### config.mk
export PLATFORM = sky130hd
export DESIGN_NAME = stereo_envelope_follower_top
export DESIGN_NICKNAME = d
export VERILOG_FILES = /design/src/rtl/core/sef_pkg.sv /design/src/rtl/core/sef_lane.sv /design/src/rtl/core/sef_ctrl.sv /design/src/rtl/core/stereo_envelope_follower_top.sv
export SDC_FILE = /design/constraint.sdc
export NUM_CORES = 2
export LEC_CHECK = 0
export BUFFER_PORTS_ARGS = -buffer_cell sky130_fd_sc_hd__buf_2
export CAP_MARGIN = 20
export CORE_MARGIN = 10
export CORE_UTILIZATION = 45
export CTS_BUF_LIST = sky130_fd_sc_hd__clkbuf_16
export DETAILED_ROUTE_END_ITERATION = 16
export PLACE_DENSITY = 0.61
export SLEW_MARGIN = 15
export SYNTH_ARGS = -nofsm -noshare
export SYNTH_HDL_FRONTEND = slang
export SYNTH_HIERARCHICAL = 1
export SYNTH_SLANG_ARGS = --single-unit
### constraint.sdc
create_clock -name clk -period 15.7 [get_ports clk]
set_input_delay 3.14 -clock clk [delete_from_list [all_inputs] [get_ports clk]]
set_output_delay 3.14 -clock clk [all_outputs]
set_load 0.01 [all_outputs]
### src/rtl/core/sef_pkg.sv
// ----------------------------------------------------------------------------
// Stereo envelope follower package
// Shared widths, register indexes and types for the envelope follower.
// ----------------------------------------------------------------------------
package sef_pkg;

  localparam int SAMPLE_BITS    = 16;
  localparam int COEF_FRAC_BITS = 15;

  localparam int GAIN_W     = COEF_FRAC_BITS;
  localparam int FB_W       = COEF_FRAC_BITS + 1;
  localparam int PROD_W     = SAMPLE_BITS + COEF_FRAC_BITS + 1;
  localparam int ACC_W      = PROD_W + 1;
  localparam int QUOT_W     = ACC_W - COEF_FRAC_BITS;
  localparam int TDATA_W    = ((2 * SAMPLE_BITS + 7) / 8) * 8;
  localparam int CFG_ADDR_W = 2;
  localparam int CFG_DATA_W = FB_W;

  localparam logic [CFG_ADDR_W-1:0] REG_ATTACK_GAIN      = 2'd0;
  localparam logic [CFG_ADDR_W-1:0] REG_ATTACK_FEEDBACK  = 2'd1;
  localparam logic [CFG_ADDR_W-1:0] REG_RELEASE_GAIN     = 2'd2;
  localparam logic [CFG_ADDR_W-1:0] REG_RELEASE_FEEDBACK = 2'd3;

  typedef struct packed {
    logic [GAIN_W-1:0] attack_gain;
    logic [FB_W-1:0]   attack_feedback;
    logic [GAIN_W-1:0] release_gain;
    logic [FB_W-1:0]   release_feedback;
  } coef_t;

  typedef struct packed {
    logic load;
    logic advance;
  } pipe_ctrl_t;

endpackage

### src/rtl/core/sef_lane.sv
// ----------------------------------------------------------------------------
// Envelope follower lane
// One channel: input products in the first stage, then the feedback loop.
// ----------------------------------------------------------------------------
module sef_lane (
  input  logic                                clk,
  input  logic                                rst_n,
  input  sef_pkg::coef_t                      coef,
  input  sef_pkg::pipe_ctrl_t                 ctrl,
  input  logic signed [sef_pkg::SAMPLE_BITS-1:0] x_in,
  output logic signed [sef_pkg::SAMPLE_BITS-1:0] env
);
  import sef_pkg::*;

  localparam logic signed [QUOT_W-1:0] SAT_HI =
    QUOT_W'((64'd1 << (SAMPLE_BITS - 1)) - 64'd1);
  localparam logic signed [QUOT_W-1:0] SAT_LO = ~SAT_HI;
  localparam logic [ACC_W-1:0] ROUND_BIAS = ACC_W'((64'd1 << COEF_FRAC_BITS) - 64'd1);

  logic signed [SAMPLE_BITS-1:0] x_r;
  logic signed [PROD_W-1:0]      att_gx_r;
  logic signed [PROD_W-1:0]      rel_gx_r;
  logic signed [SAMPLE_BITS-1:0] prev_r;
  logic signed [SAMPLE_BITS-1:0] prev_nxt;

  logic                          rising;
  logic signed [FB_W-1:0]        fb_sel;
  logic signed [PROD_W-1:0]      gx_sel;
  logic signed [PROD_W-1:0]      fb_prod;
  logic signed [ACC_W-1:0]       acc;
  logic signed [ACC_W-1:0]       acc_biased;
  logic signed [QUOT_W-1:0]      quot;

  always_ff @(posedge clk) begin
    if (ctrl.load) begin
      x_r      <= x_in;
      att_gx_r <= $signed({1'b0, coef.attack_gain}) * x_in;
      rel_gx_r <= $signed({1'b0, coef.release_gain}) * x_in;
    end
  end

  always_comb begin
    rising     = x_r > prev_r;
    fb_sel     = rising ? $signed(coef.attack_feedback) : $signed(coef.release_feedback);
    gx_sel     = rising ? att_gx_r : rel_gx_r;
    fb_prod    = fb_sel * prev_r;
    acc        = ACC_W'(gx_sel) + ACC_W'(fb_prod);
    acc_biased = acc + (acc[ACC_W-1] ? $signed(ROUND_BIAS) : $signed(ACC_W'(0)));
    quot       = QUOT_W'(acc_biased >>> COEF_FRAC_BITS);
    if (quot > SAT_HI) begin
      prev_nxt = SAT_HI[SAMPLE_BITS-1:0];
    end else if (quot < SAT_LO) begin
      prev_nxt = SAT_LO[SAMPLE_BITS-1:0];
    end else begin
      prev_nxt = quot[SAMPLE_BITS-1:0];
    end
  end

  always_ff @(posedge clk) begin
    if (!rst_n) begin
      prev_r <= '0;
    end else if (ctrl.advance) begin
      prev_r <= prev_nxt;
    end
  end

  assign env = prev_r;

endmodule

### src/rtl/core/sef_ctrl.sv
// ----------------------------------------------------------------------------
// Envelope follower pipeline control
// Valid tracking for the product stage and the output stage.
// ----------------------------------------------------------------------------
module sef_ctrl (
  input  logic                clk,
  input  logic                rst_n,
  input  logic                in_tvalid,
  output logic                in_tready,
  output logic                out_tvalid,
  input  logic                out_tready,
  output logic                s1_valid,
  output sef_pkg::pipe_ctrl_t ctrl
);
  import sef_pkg::*;

  logic s1_valid_r;
  logic s1_valid_nxt;
  logic out_valid_r;
  logic out_valid_nxt;
  logic out_free;

  always_comb begin
    out_free     = !out_valid_r || out_tready;
    ctrl.advance = s1_valid_r && out_free;
    in_tready    = !s1_valid_r || out_free;
    ctrl.load    = in_tvalid && in_tready;

    if (ctrl.load) begin
      s1_valid_nxt = 1'b1;
    end else if (ctrl.advance) begin
      s1_valid_nxt = 1'b0;
    end else begin
      s1_valid_nxt = s1_valid_r;
    end

    if (ctrl.advance) begin
      out_valid_nxt = 1'b1;
    end else if (out_tready) begin
      out_valid_nxt = 1'b0;
    end else begin
      out_valid_nxt = out_valid_r;
    end
  end

  always_ff @(posedge clk) begin
    if (!rst_n) begin
      s1_valid_r  <= 1'b0;
      out_valid_r <= 1'b0;
    end else begin
      s1_valid_r  <= s1_valid_nxt;
      out_valid_r <= out_valid_nxt;
    end
  end

  assign out_tvalid = out_valid_r;
  assign s1_valid   = s1_valid_r;

endmodule

### src/rtl/core/stereo_envelope_follower_top.sv
// ----------------------------------------------------------------------------
// Stereo envelope follower
// Attack/release one-pole envelope follower for a stereo sample stream.
// ----------------------------------------------------------------------------
// One input beat carries a left and a right sample; one output beat carries
// the two envelope values that follow from it. Both channels share the four
// coefficient registers, written through the cfg port; write them only while
// the block is idle, which the block itself does not enforce.
// Both gains are applied as the sample enters the product stage. The sample
// then waits there while the feedback multiply, add and saturation form the
// loop from one envelope value to the next. The result is registered in the
// envelope registers, together with out_tvalid, as the beat leaves the
// product stage. One beat per cycle is accepted for as long as the output
// side takes them.
// Reset clears the coefficients, both envelopes and all pending beats.
// When the receiver stalls, the output beat is held and the product stage
// keeps at most one further beat; input is then refused until space frees.
// ----------------------------------------------------------------------------
module stereo_envelope_follower_top (
  input  logic                                clk,
  input  logic                                rst_n,
  input  logic                                in_tvalid,
  output logic                                in_tready,
  // left_in, right_in
  input  logic [sef_pkg::TDATA_W-1:0]         in_tdata,
  output logic                                out_tvalid,
  input  logic                                out_tready,
  // left_env, right_env
  output logic [sef_pkg::TDATA_W-1:0]         out_tdata,
  input  logic                                cfg_wr_en,
  input  logic [sef_pkg::CFG_ADDR_W-1:0]      cfg_addr,
  input  logic [sef_pkg::CFG_DATA_W-1:0]      cfg_wdata
);
  import sef_pkg::*;

  coef_t      coef_r;
  coef_t      coef_nxt;
  pipe_ctrl_t ctrl;
  logic       s1_valid;

  logic signed [SAMPLE_BITS-1:0] left_env;
  logic signed [SAMPLE_BITS-1:0] right_env;

  always_comb begin
    coef_nxt = coef_r;
    if (cfg_wr_en) begin
      unique case (cfg_addr)
        REG_ATTACK_GAIN:      coef_nxt.attack_gain      = cfg_wdata[GAIN_W-1:0];
        REG_ATTACK_FEEDBACK:  coef_nxt.attack_feedback  = cfg_wdata[FB_W-1:0];
        REG_RELEASE_GAIN:     coef_nxt.release_gain     = cfg_wdata[GAIN_W-1:0];
        REG_RELEASE_FEEDBACK: coef_nxt.release_feedback = cfg_wdata[FB_W-1:0];
        default:              coef_nxt = coef_r;
      endcase
    end
  end

  always_ff @(posedge clk) begin
    if (!rst_n) begin
      coef_r <= '0;
    end else begin
      coef_r <= coef_nxt;
    end
  end

  sef_ctrl u_ctrl (
    .clk        (clk),
    .rst_n      (rst_n),
    .in_tvalid  (in_tvalid),
    .in_tready  (in_tready),
    .out_tvalid (out_tvalid),
    .out_tready (out_tready),
    .s1_valid   (s1_valid),
    .ctrl       (ctrl)
  );

  sef_lane u_lane_left (
    .clk   (clk),
    .rst_n (rst_n),
    .coef  (coef_r),
    .ctrl  (ctrl),
    .x_in  ($signed(in_tdata[SAMPLE_BITS-1:0])),
    .env   (left_env)
  );

  sef_lane u_lane_right (
    .clk   (clk),
    .rst_n (rst_n),
    .coef  (coef_r),
    .ctrl  (ctrl),
    .x_in  ($signed(in_tdata[2*SAMPLE_BITS-1:SAMPLE_BITS])),
    .env   (right_env)
  );

  assign out_tdata = TDATA_W'({right_env, left_env});

  a_accept_fills_stage : assert property (@(posedge clk) disable iff (!rst_n)
    (in_tvalid && in_tready) |=> s1_valid)
    else $error("Accepted beat did not reach the product stage.");

  a_stage_holds : assert property (@(posedge clk) disable iff (!rst_n)
    (s1_valid && !ctrl.advance) |=> s1_valid)
    else $error("Beat in the product stage was lost.");

  a_advance_fills_output : assert property (@(posedge clk) disable iff (!rst_n)
    ctrl.advance |=> out_tvalid)
    else $error("Advanced beat did not reach the output.");

  a_envelope_held : assert property (@(posedge clk) disable iff (!rst_n)
    (out_tvalid && !out_tready) |=> ($stable(left_env) && $stable(right_env)))
    else $error("Envelope changed while the output was stalled.");

endmodule

[Word level (Yosys, flattened, before mapping)]
Index checks and enable logic that the tools add are counted.
Storage, ports and cells
  input bits: 55
  latch bits: 0
  memories: 0
  RAM bits: 0
  register bits after elaboration: 256
  word-level logic and storage cells: 60
  bits in read-only memories: 0
  output and inout bits: 34
Cells by class
  bitwise gates (word level): 0
  multiply operators: 6
  add/subtract/negate cells: 4
  shift-type cells: 0
  eq/ne operators: 3
  muxes and demuxes: 14
  reduce and logical (&&, ||, !) cells: 13
  divide/modulo/power cells: 0
  $lt $le $gt $ge: 6
Operator list (count)
  multiplier 16 x 16 -> 32 bit: 6
  2-to-1 mux 16 bit: 6
  adder 32 x 32 -> 33 bit: 2
  adder 33 bit: 2
  2-to-1 mux 32 bit: 2
  > comparator 18 x 16 -> 1 bit, second input constant: 2
  less-than comparator 18 x 16 -> 1 bit, second input constant: 2
  > comparator 16 bit: 2
  2-to-1 mux 15 bit: 2
  AND reduction 2 bit: 4
  == test 2 bit, second input constant: 2
  2-to-1 mux 1 bit: 4
  nonzero test 2 bit: 2
  == test 2 x 1 -> 1 bit, second input constant: 1
  logical AND 1 bit: 2
  zero test 1 bit: 2
  zero test 2 bit: 1
  logical OR 1 bit: 2

[Longest topological paths before layout]
  depth in word-level cells: 9
  gate-level depth with buffers: 52
  depth with buffers taken out: 48

[Hierarchy]
The synthesis kept the hierarchy.
Modules (own cells, without submodules)
  sef_lane (u_lane_right): area each 31913.1 µm², sequential area each 2722.6 µm², cells an instance 3427, times used 1
  sef_lane (u_lane_left): area each 31778.0 µm², sequential area each 2722.6 µm², cells an instance 3407, times used 1
  stereo_envelope_follower_top: area each 2306.0 µm², sequential area each 1241.2 µm², cells an instance 222, times used 1
  sef_ctrl: area each 118.9 µm², sequential area each 40.0 µm², cells an instance 11, times used 1

[Least setup slack after synthesis]
Ideal clock, no wire load.
  path kind: flip-flop to flip-flop
  start: register u_lane_right.prev_r[1] (netlist: u_lane_right/env[1])
  end: register u_lane_right.prev_r[11] (netlist: u_lane_right/env[11])
  arrival time: 10745 ps
  library setup time: 73 ps
  path buffers: 2
  stages on the path, launching flop included: 46
  path slack: 4882 ps
  period minus slack after synthesis: 10818 ps
  data required time: 15627 ps
  path through: dfxtp_1 > clkinv_1 > ha_1 > nor2b_1 > o21a_1 > o21a_1 > o21a_1 > o21a_1 > o21a_1 > o21a_1 > o21ai_0 > a21boi_0 > o21ai_0 > buf_2 > buf_1 > mux2i_1 > nor2_1 > fa_1 > [10 not listed] > and2_0 > nand3_1 > o31ai_1 > a21oi_2 > a31oi_1 > xnor2_2 > ha_1 > o31a_1 > o31a_1 > o21ai_0 > a21oi_1 > a31oi_1 > nor4_1 > mux2i_2 > nor4_4 > mux2i_2 > nand2_2 > o22ai_2
Between the ends
  word-level cells in the longest chain between the ends: 9
  elaborated cells on any way between the ends: 11
  those cells by class: add/sub: 2; mul: 1; order compare: 3; mux: 5
RTL lines
  start: declaration: RTL line sef_lane.sv:23  | logic signed [SAMPLE_BITS-1:0] prev_r;
  start signal: assignment: RTL line sef_lane.sv:63  | prev_r <= prev_nxt;
  > comparator 16 bit: RTL line sef_lane.sv:43  | rising = x_r > prev_r;
  2-to-1 mux 16 bit: RTL line sef_lane.sv:44  | fb_sel = rising ? $signed(coef.attack_feedback) : $signed(coef.release_feedback);
  multiplier 16 x 16 -> 32 bit: RTL line sef_lane.sv:46  | fb_prod = fb_sel * prev_r;
  adder 32 x 32 -> 33 bit (*): RTL line sef_lane.sv:47  | acc = ACC_W'(gx_sel) + ACC_W'(fb_prod);
  2-to-1 mux 15 bit: RTL line sef_lane.sv:48  | acc_biased = acc + (acc[ACC_W-1] ? $signed(ROUND_BIAS) : $signed(ACC_W'(0)));
  adder 33 bit (*): RTL line sef_lane.sv:48
  less-than comparator 18 x 16 -> 1 bit: RTL line sef_lane.sv:52  | end else if (quot < SAT_LO) begin
  2-to-1 mux 16 bit: RTL line sef_lane.sv:52
  2-to-1 mux 16 bit (*): RTL line sef_lane.sv:50  | if (quot > SAT_HI) begin
Mark *: on every way between the ends. The rest lies on a longest branch, timed or not.
A chain may end at the register's enable or synchronous reset.

[Worst setup path in the final report]
  start: register u_lane_left.prev_r[1] (netlist: u_lane_left/env[1])
  end: register u_lane_left.prev_r[8] (netlist: u_lane_left/env[8])
Between the ends
  word-level cells in the longest chain between the ends: 9
  elaborated cells on any way between the ends: 11
  those cells by class: add/sub: 2; mul: 1; order compare: 3; mux: 5
RTL lines (RTL line)
  start: declaration: sef_lane.sv:23
  start signal: assignment: sef_lane.sv:63
  > comparator 16 bit: sef_lane.sv:43
  2-to-1 mux 16 bit: sef_lane.sv:44
  multiplier 16 x 16 -> 32 bit: sef_lane.sv:46
  adder 32 x 32 -> 33 bit (*): sef_lane.sv:47
  2-to-1 mux 15 bit: sef_lane.sv:48
  adder 33 bit (*): sef_lane.sv:48
  less-than comparator 18 x 16 -> 1 bit: sef_lane.sv:52
  2-to-1 mux 16 bit: sef_lane.sv:52
  2-to-1 mux 16 bit (*): sef_lane.sv:50
Marks and branches as above.

==> metrics.txt <==
# TYPE chip_impl_metric gauge
chip_impl_metric{name="worstPathMaxFanout",unit=""} 34
chip_impl_metric{name="critPathRequiredTime",unit="ns"} 16.23
chip_impl_metric{name="timing.final.setup_violations",unit=""} 0
chip_impl_info{name="crit_path_start_kind",value="flip-flop"} 1
chip_impl_metric{name="synth_seq_cells",unit=""} 256
chip_impl_info{name="grt_setup_unrepaired",value="no"} 1
chip_impl_metric{name="comb_power_share",unit="%"} 80.4
chip_impl_info{name="clock_tree.root_cell",value="sky130_fd_sc_hd__clkbuf_16"} 1
chip_impl_info{name="slowest_stage",value="sky130_fd_sc_hd__fa_1"} 1
chip_impl_info{name="timing.setup.critical_path_class",value="reg2reg"} 1
chip_impl_metric{name="final_area",unit="µm²"} 69700
chip_impl_metric{name="totalNegativeSetupSlack",unit="ns"} 0
chip_impl_metric{name="total_via_count_after_detailed_routing",unit=""} 47053
chip_impl_metric{name="rows",unit=""} 140
chip_impl_metric{name="cts-hold-fix-buffers",unit=""} 0
chip_impl_metric{name="synth-seq-area-share",unit="%"} 10.2
chip_impl_metric{name="chipHeight",unit="µm"} 403
chip_impl_metric{name="cts-htree-levels",unit=""} 2
chip_impl_metric{name="cp_slowest_stage_delay",unit="ns"} 0.70
chip_impl_metric{name="dieWidth",unit="µm"} 403
chip_impl_metric{name="core_region_area",unit="µm²"} 146000
chip_impl_info{name="top_layer_reached_by_signal_wires",value="met5"} 1
chip_impl_metric{name="drt_drc_violations_left",unit=""} 0
chip_impl_metric{name="clock_sinks",unit=""} 256
chip_impl_metric{name="numCtsBuffers",unit=""} 36
chip_impl_metric{name="drt_wl_total",unit="µm"} 180000
chip_impl_metric{name="fill_cells",unit=""} 13916
chip_impl_metric{name="drt_iter0_drc",unit=""} 2961
chip_impl_metric{name="syn-cell-area",unit="µm²"} 66100
chip_impl_metric{name="max_cap_viol_count",unit=""} 0
chip_impl_metric{name="initial_standard_cell_utilization_of_the_core",unit="%"} 45.3
chip_impl_metric{name="multi_input_comb_area",unit="µm²"} 52300
chip_impl_metric{name="ys_async_sr_fraction",unit="%"} 0
chip_impl_metric{name="ir_worst_vdd",unit="mV"} 0.226
chip_impl_metric{name="power_leakage",unit="nW"} 34.9
chip_impl_metric{name="clock_latency",unit="ns"} 0.62
chip_impl_info{name="layout.cells.most_common_list",value="sky130_fd_sc_hd__inv_1 (1597), sky130_fd_sc_hd__fa_1 (1318), sky130_fd_sc_hd__nand2_1 (947), sky130_fd_sc_hd__ha_1 (728), sky130_fd_sc_hd__and2_1 (492)"} 1
chip_impl_metric{name="io_buffers",unit=""} 88
chip_impl_metric{name="die_area",unit="µm²"} 163000
chip_impl_info{name="hold_path_class",value="reg2reg"} 1
chip_impl_metric{name="clk_pin_slew",unit="ns"} 0.06
chip_impl_metric{name="postCtsSetupBuffers",unit=""} 0
chip_impl_info{name="cts_tree",value="built"} 1
chip_impl_metric{name="routed_len_inst",unit="µm"} 20.1
chip_impl_metric{name="clock-skew-final",unit="ns"} 0.0388
chip_impl_metric{name="gp_congestion",unit=""} 0.884
chip_impl_metric{name="power.internal",unit="mW"} 4.08
chip_impl_metric{name="io_pins",unit=""} 89
chip_impl_metric{name="timing.final.hold_violations",unit=""} 0
chip_impl_metric{name="synthesis.area_per_instance",unit="µm²"} 9.36
chip_impl_metric{name="detailroute.wirelength.met3",unit="µm"} 11900
chip_impl_metric{name="synth_cells",unit=""} 7067
chip_impl_metric{name="routed_via_density",unit=""} 5.25
chip_impl_metric{name="wire_length_of_the_first_global_routing_pass",unit="µm"} 284000
chip_impl_metric{name="power_frac_seq",unit="%"} 10.4
chip_impl_metric{name="power_density",unit="nW/µm²"} 131
chip_impl_metric{name="number_of_gates_resized_after_cts",unit=""} 0
chip_impl_metric{name="clockPowerShare",unit="%"} 9.2
chip_impl_metric{name="synth_fp_nets",unit=""} 9168
chip_impl_metric{name="globalRoute.totalOverflow",unit=""} 0
chip_impl_metric{name="wire_length_on_met1",unit="µm"} 79100
chip_impl_info{name="ys.flop_type",value="sky130_fd_sc_hd__edfxtp_1"} 1
chip_impl_metric{name="grt_start_max_net_pins",unit=""} 153
chip_impl_metric{name="dpl_cell_area",unit="µm²"} 68400
chip_impl_metric{name="route.antenna.remaining_nets",unit=""} 0
chip_impl_metric{name="area_delta_synth_final",unit="%"} 5.35
chip_impl_metric{name="clock_path_buffers",unit=""} 3
chip_impl_metric{name="maxSlewHeadroom",unit="%"} 30.3
chip_impl_info{name="crit_end_category",value="flip-flop"} 1
chip_impl_metric{name="critical_path_arrival",unit="ns"} 13.77
chip_impl_metric{name="tightestPinTransition",unit="ns"} 1.02
chip_impl_metric{name="post_synth_num_cell_types",unit=""} 102
chip_impl_metric{name="met2_length",unit="µm"} 82100
chip_impl_info{name="outcome",value="completed"} 1
chip_impl_metric{name="layout_nets",unit=""} 9102
chip_impl_metric{name="synth.yosys.warnings",unit=""} 6
chip_impl_metric{name="antenna_found_initial",unit=""} 31
chip_impl_metric{name="final.min_clock_period",unit="ns"} 13.24
chip_impl_metric{name="maxClockFrequency",unit="MHz"} 75.5
chip_impl_metric{name="firstDrtPassIters",unit=""} 8
chip_impl_metric{name="synth-edff-count",unit=""} 160
chip_impl_metric{name="switchingPower",unit="mW"} 5.07
chip_impl_metric{name="fraction_of_final_layout_cells_sized_beyond_drive_strength_1",unit="%"} 5.54
chip_impl_metric{name="vias_in_the_first_global_route",unit=""} 50446
chip_impl_metric{name="hpwlAfterDp",unit="µm"} 140000
chip_impl_metric{name="power_switching_share",unit="%"} 55.4
chip_impl_metric{name="globalRouteTotalUtil",unit="%"} 22.3
chip_impl_info{name="mostFrequentLayoutCell",value="sky130_fd_sc_hd__inv_1"} 1
chip_impl_metric{name="period_utilisation_layout",unit="%"} 84.3
chip_impl_metric{name="regArea",unit="µm²"} 6730
chip_impl_metric{name="slew_violations",unit=""} 0
==> flip-flops by register name, summed over array words and instances, names as in the netlist <==
register               cells
u_lane_left/env           16
u_lane_right/rel_gx_r     32
u_lane_right/x_r          16
u_ctrl/out_tvalid          1
u_lane_right/att_gx_r     32
u_ctrl/s1_valid            1
u_lane_right/env          16
u_lane_left/att_gx_r      32
u_lane_left/x_r           16
u_lane_left/rel_gx_r      32
coef_r                    62
==> layer usage <==
metal,up-vias,GRT usage [%]
li1,21279,-
met1,24021,30.4
met2,1456,35.6
met3,291,3.85
met4,6,8.26
met5,-,0
==> power by group through the flow <==
stage | Combinational (mW) | Clock (mW) | Sequential, mW
after floorplan | 5.40 | 0 | 0.947
after global placement | 7.17 | 0 | 0.960
after detailed placement | 7.27 | 0 | 0.964
after CTS | 7.32 | 0.858 | 0.951
after global routing | 8.20 | 0.883 | 0.963
final | 7.35 | 0.838 | 0.951
==> through the flow <==
| step | cells | hold WS, ns | utilization (%) | total power, mW | setup WS [ns] |
|---|---|---|---|---|---|
| global route | 8958 | 0.510 | 47.7 | 10.0 | 1.59 |
| floorplan | 7067 | 0.444 | - | 6.35 | 4.88 |
| finish | 8959 | 0.488 | 47.7 | 9.14 | 2.46 |
| CTS | 8944 | 0.490 | 47.7 | 9.13 | 2.58 |
| global placement | 8879 | 0.477 | 46.9 | 8.13 | 2.91 |
| detailed placement | 8879 | 0.481 | 46.9 | 8.23 | 2.65 |
==> synthesized netlist by cell type (8+ instances only) <==
master                     count  area (µm²)
sky130_fd_sc_hd__xnor2_1     147        1290
sky130_fd_sc_hd__a31oi_1      17         106
sky130_fd_sc_hd__a21oi_1     151         756
sky130_fd_sc_hd__inv_1      1589        5960
sky130_fd_sc_hd__o21ai_0      86         430
sky130_fd_sc_hd__edfxtp_1    160        4800
sky130_fd_sc_hd__a21o_1       64         480
sky130_fd_sc_hd__nand2b_1     87         544
sky130_fd_sc_hd__and2_1      492        3080
sky130_fd_sc_hd__dfxtp_1      96        1920
sky130_fd_sc_hd__clkbuf_1    232         871
sky130_fd_sc_hd__xor2_1       67         587
sky130_fd_sc_hd__nand3_1      54         270
sky130_fd_sc_hd__nor3_1       36         180
sky130_fd_sc_hd__or3_1        12        75.1
sky130_fd_sc_hd__nor2b_1      38         238
sky130_fd_sc_hd__ha_1        728        9110
sky130_fd_sc_hd__mux2_2       92        1040
sky130_fd_sc_hd__a211o_1       8        70.1
sky130_fd_sc_hd__o21a_1       22         165
sky130_fd_sc_hd__fa_1       1318       26400
sky130_fd_sc_hd__nor4_1       10        62.6
sky130_fd_sc_hd__buf_2        10        50.1
sky130_fd_sc_hd__o22ai_1      10        62.6
sky130_fd_sc_hd__nand4_1      19         119
sky130_fd_sc_hd__a211oi_1     19         143
sky130_fd_sc_hd__or2_2        10        62.6
sky130_fd_sc_hd__nor2_1      244         916
sky130_fd_sc_hd__and3_1       12        75.1
sky130_fd_sc_hd__a21oi_2      12         105
sky130_fd_sc_hd__nand2_2      12        75.1
sky130_fd_sc_hd__nand3b_1      8        60.1
sky130_fd_sc_hd__mux2i_1      88         881
sky130_fd_sc_hd__o21bai_1     27         203
sky130_fd_sc_hd__nand2_1     948        3560
==> cells by family (layout without fill, tap and decap cells) <==
group                    Yosys count  count (layout)  share of synthesized area, %
adder cells (fa/ha/maj)         2046            2046                          53.7
AND/OR/NAND/NOR                 2016            2016                          14.6
buffers and inverters           1858            1819                          10.7
AO/OA/AOI/OAI                    493             493                          4.98
flip-flops                       256             256                          10.2
XOR/XNOR                         215             215                          2.86
multiplexers                     183             183                          2.96
other                              0              14                             0
==> final timing paths <==
kind / slack (ns) / to / startpoint / depth (start not counted)
max reg2reg: 2.46 / u_lane_left/env[8] / u_lane_left/env[1] / 48
min reg2reg: 0.49 / coef_r[2] / coef_r[2] / 2
max: 2.46 / u_lane_left/env[8] / u_lane_left/env[1] / 48
min: 0.49 / coef_r[2] / coef_r[2] / 2
==> cell type report <==
cell class,instances,area share [%]
Tap cell,1917,3.44
Multi-Input combinational cell,4953,75.2
Clock buffer,37,1.33
Timing Repair Buffer,159,1.43
Antenna cell,14,0.0503
Sequential cell,256,9.67
Inverter,1595,8.60
Clock inverter,28,0.327
==> critical path: cells and delay by family, from the launching register on <==
kind	cells	cell delay (ns)
DFF	1	0.31
muxes	2	0.79
AOI/OAI and AO/OA	15	3.31
xor gates and xnor gates	1	0.19
adders and majority gates	9	4.39
buffers and inverters	8	1.25
and+or+nand+nor	13	2.91
Power figures use the tool's default switching activity.
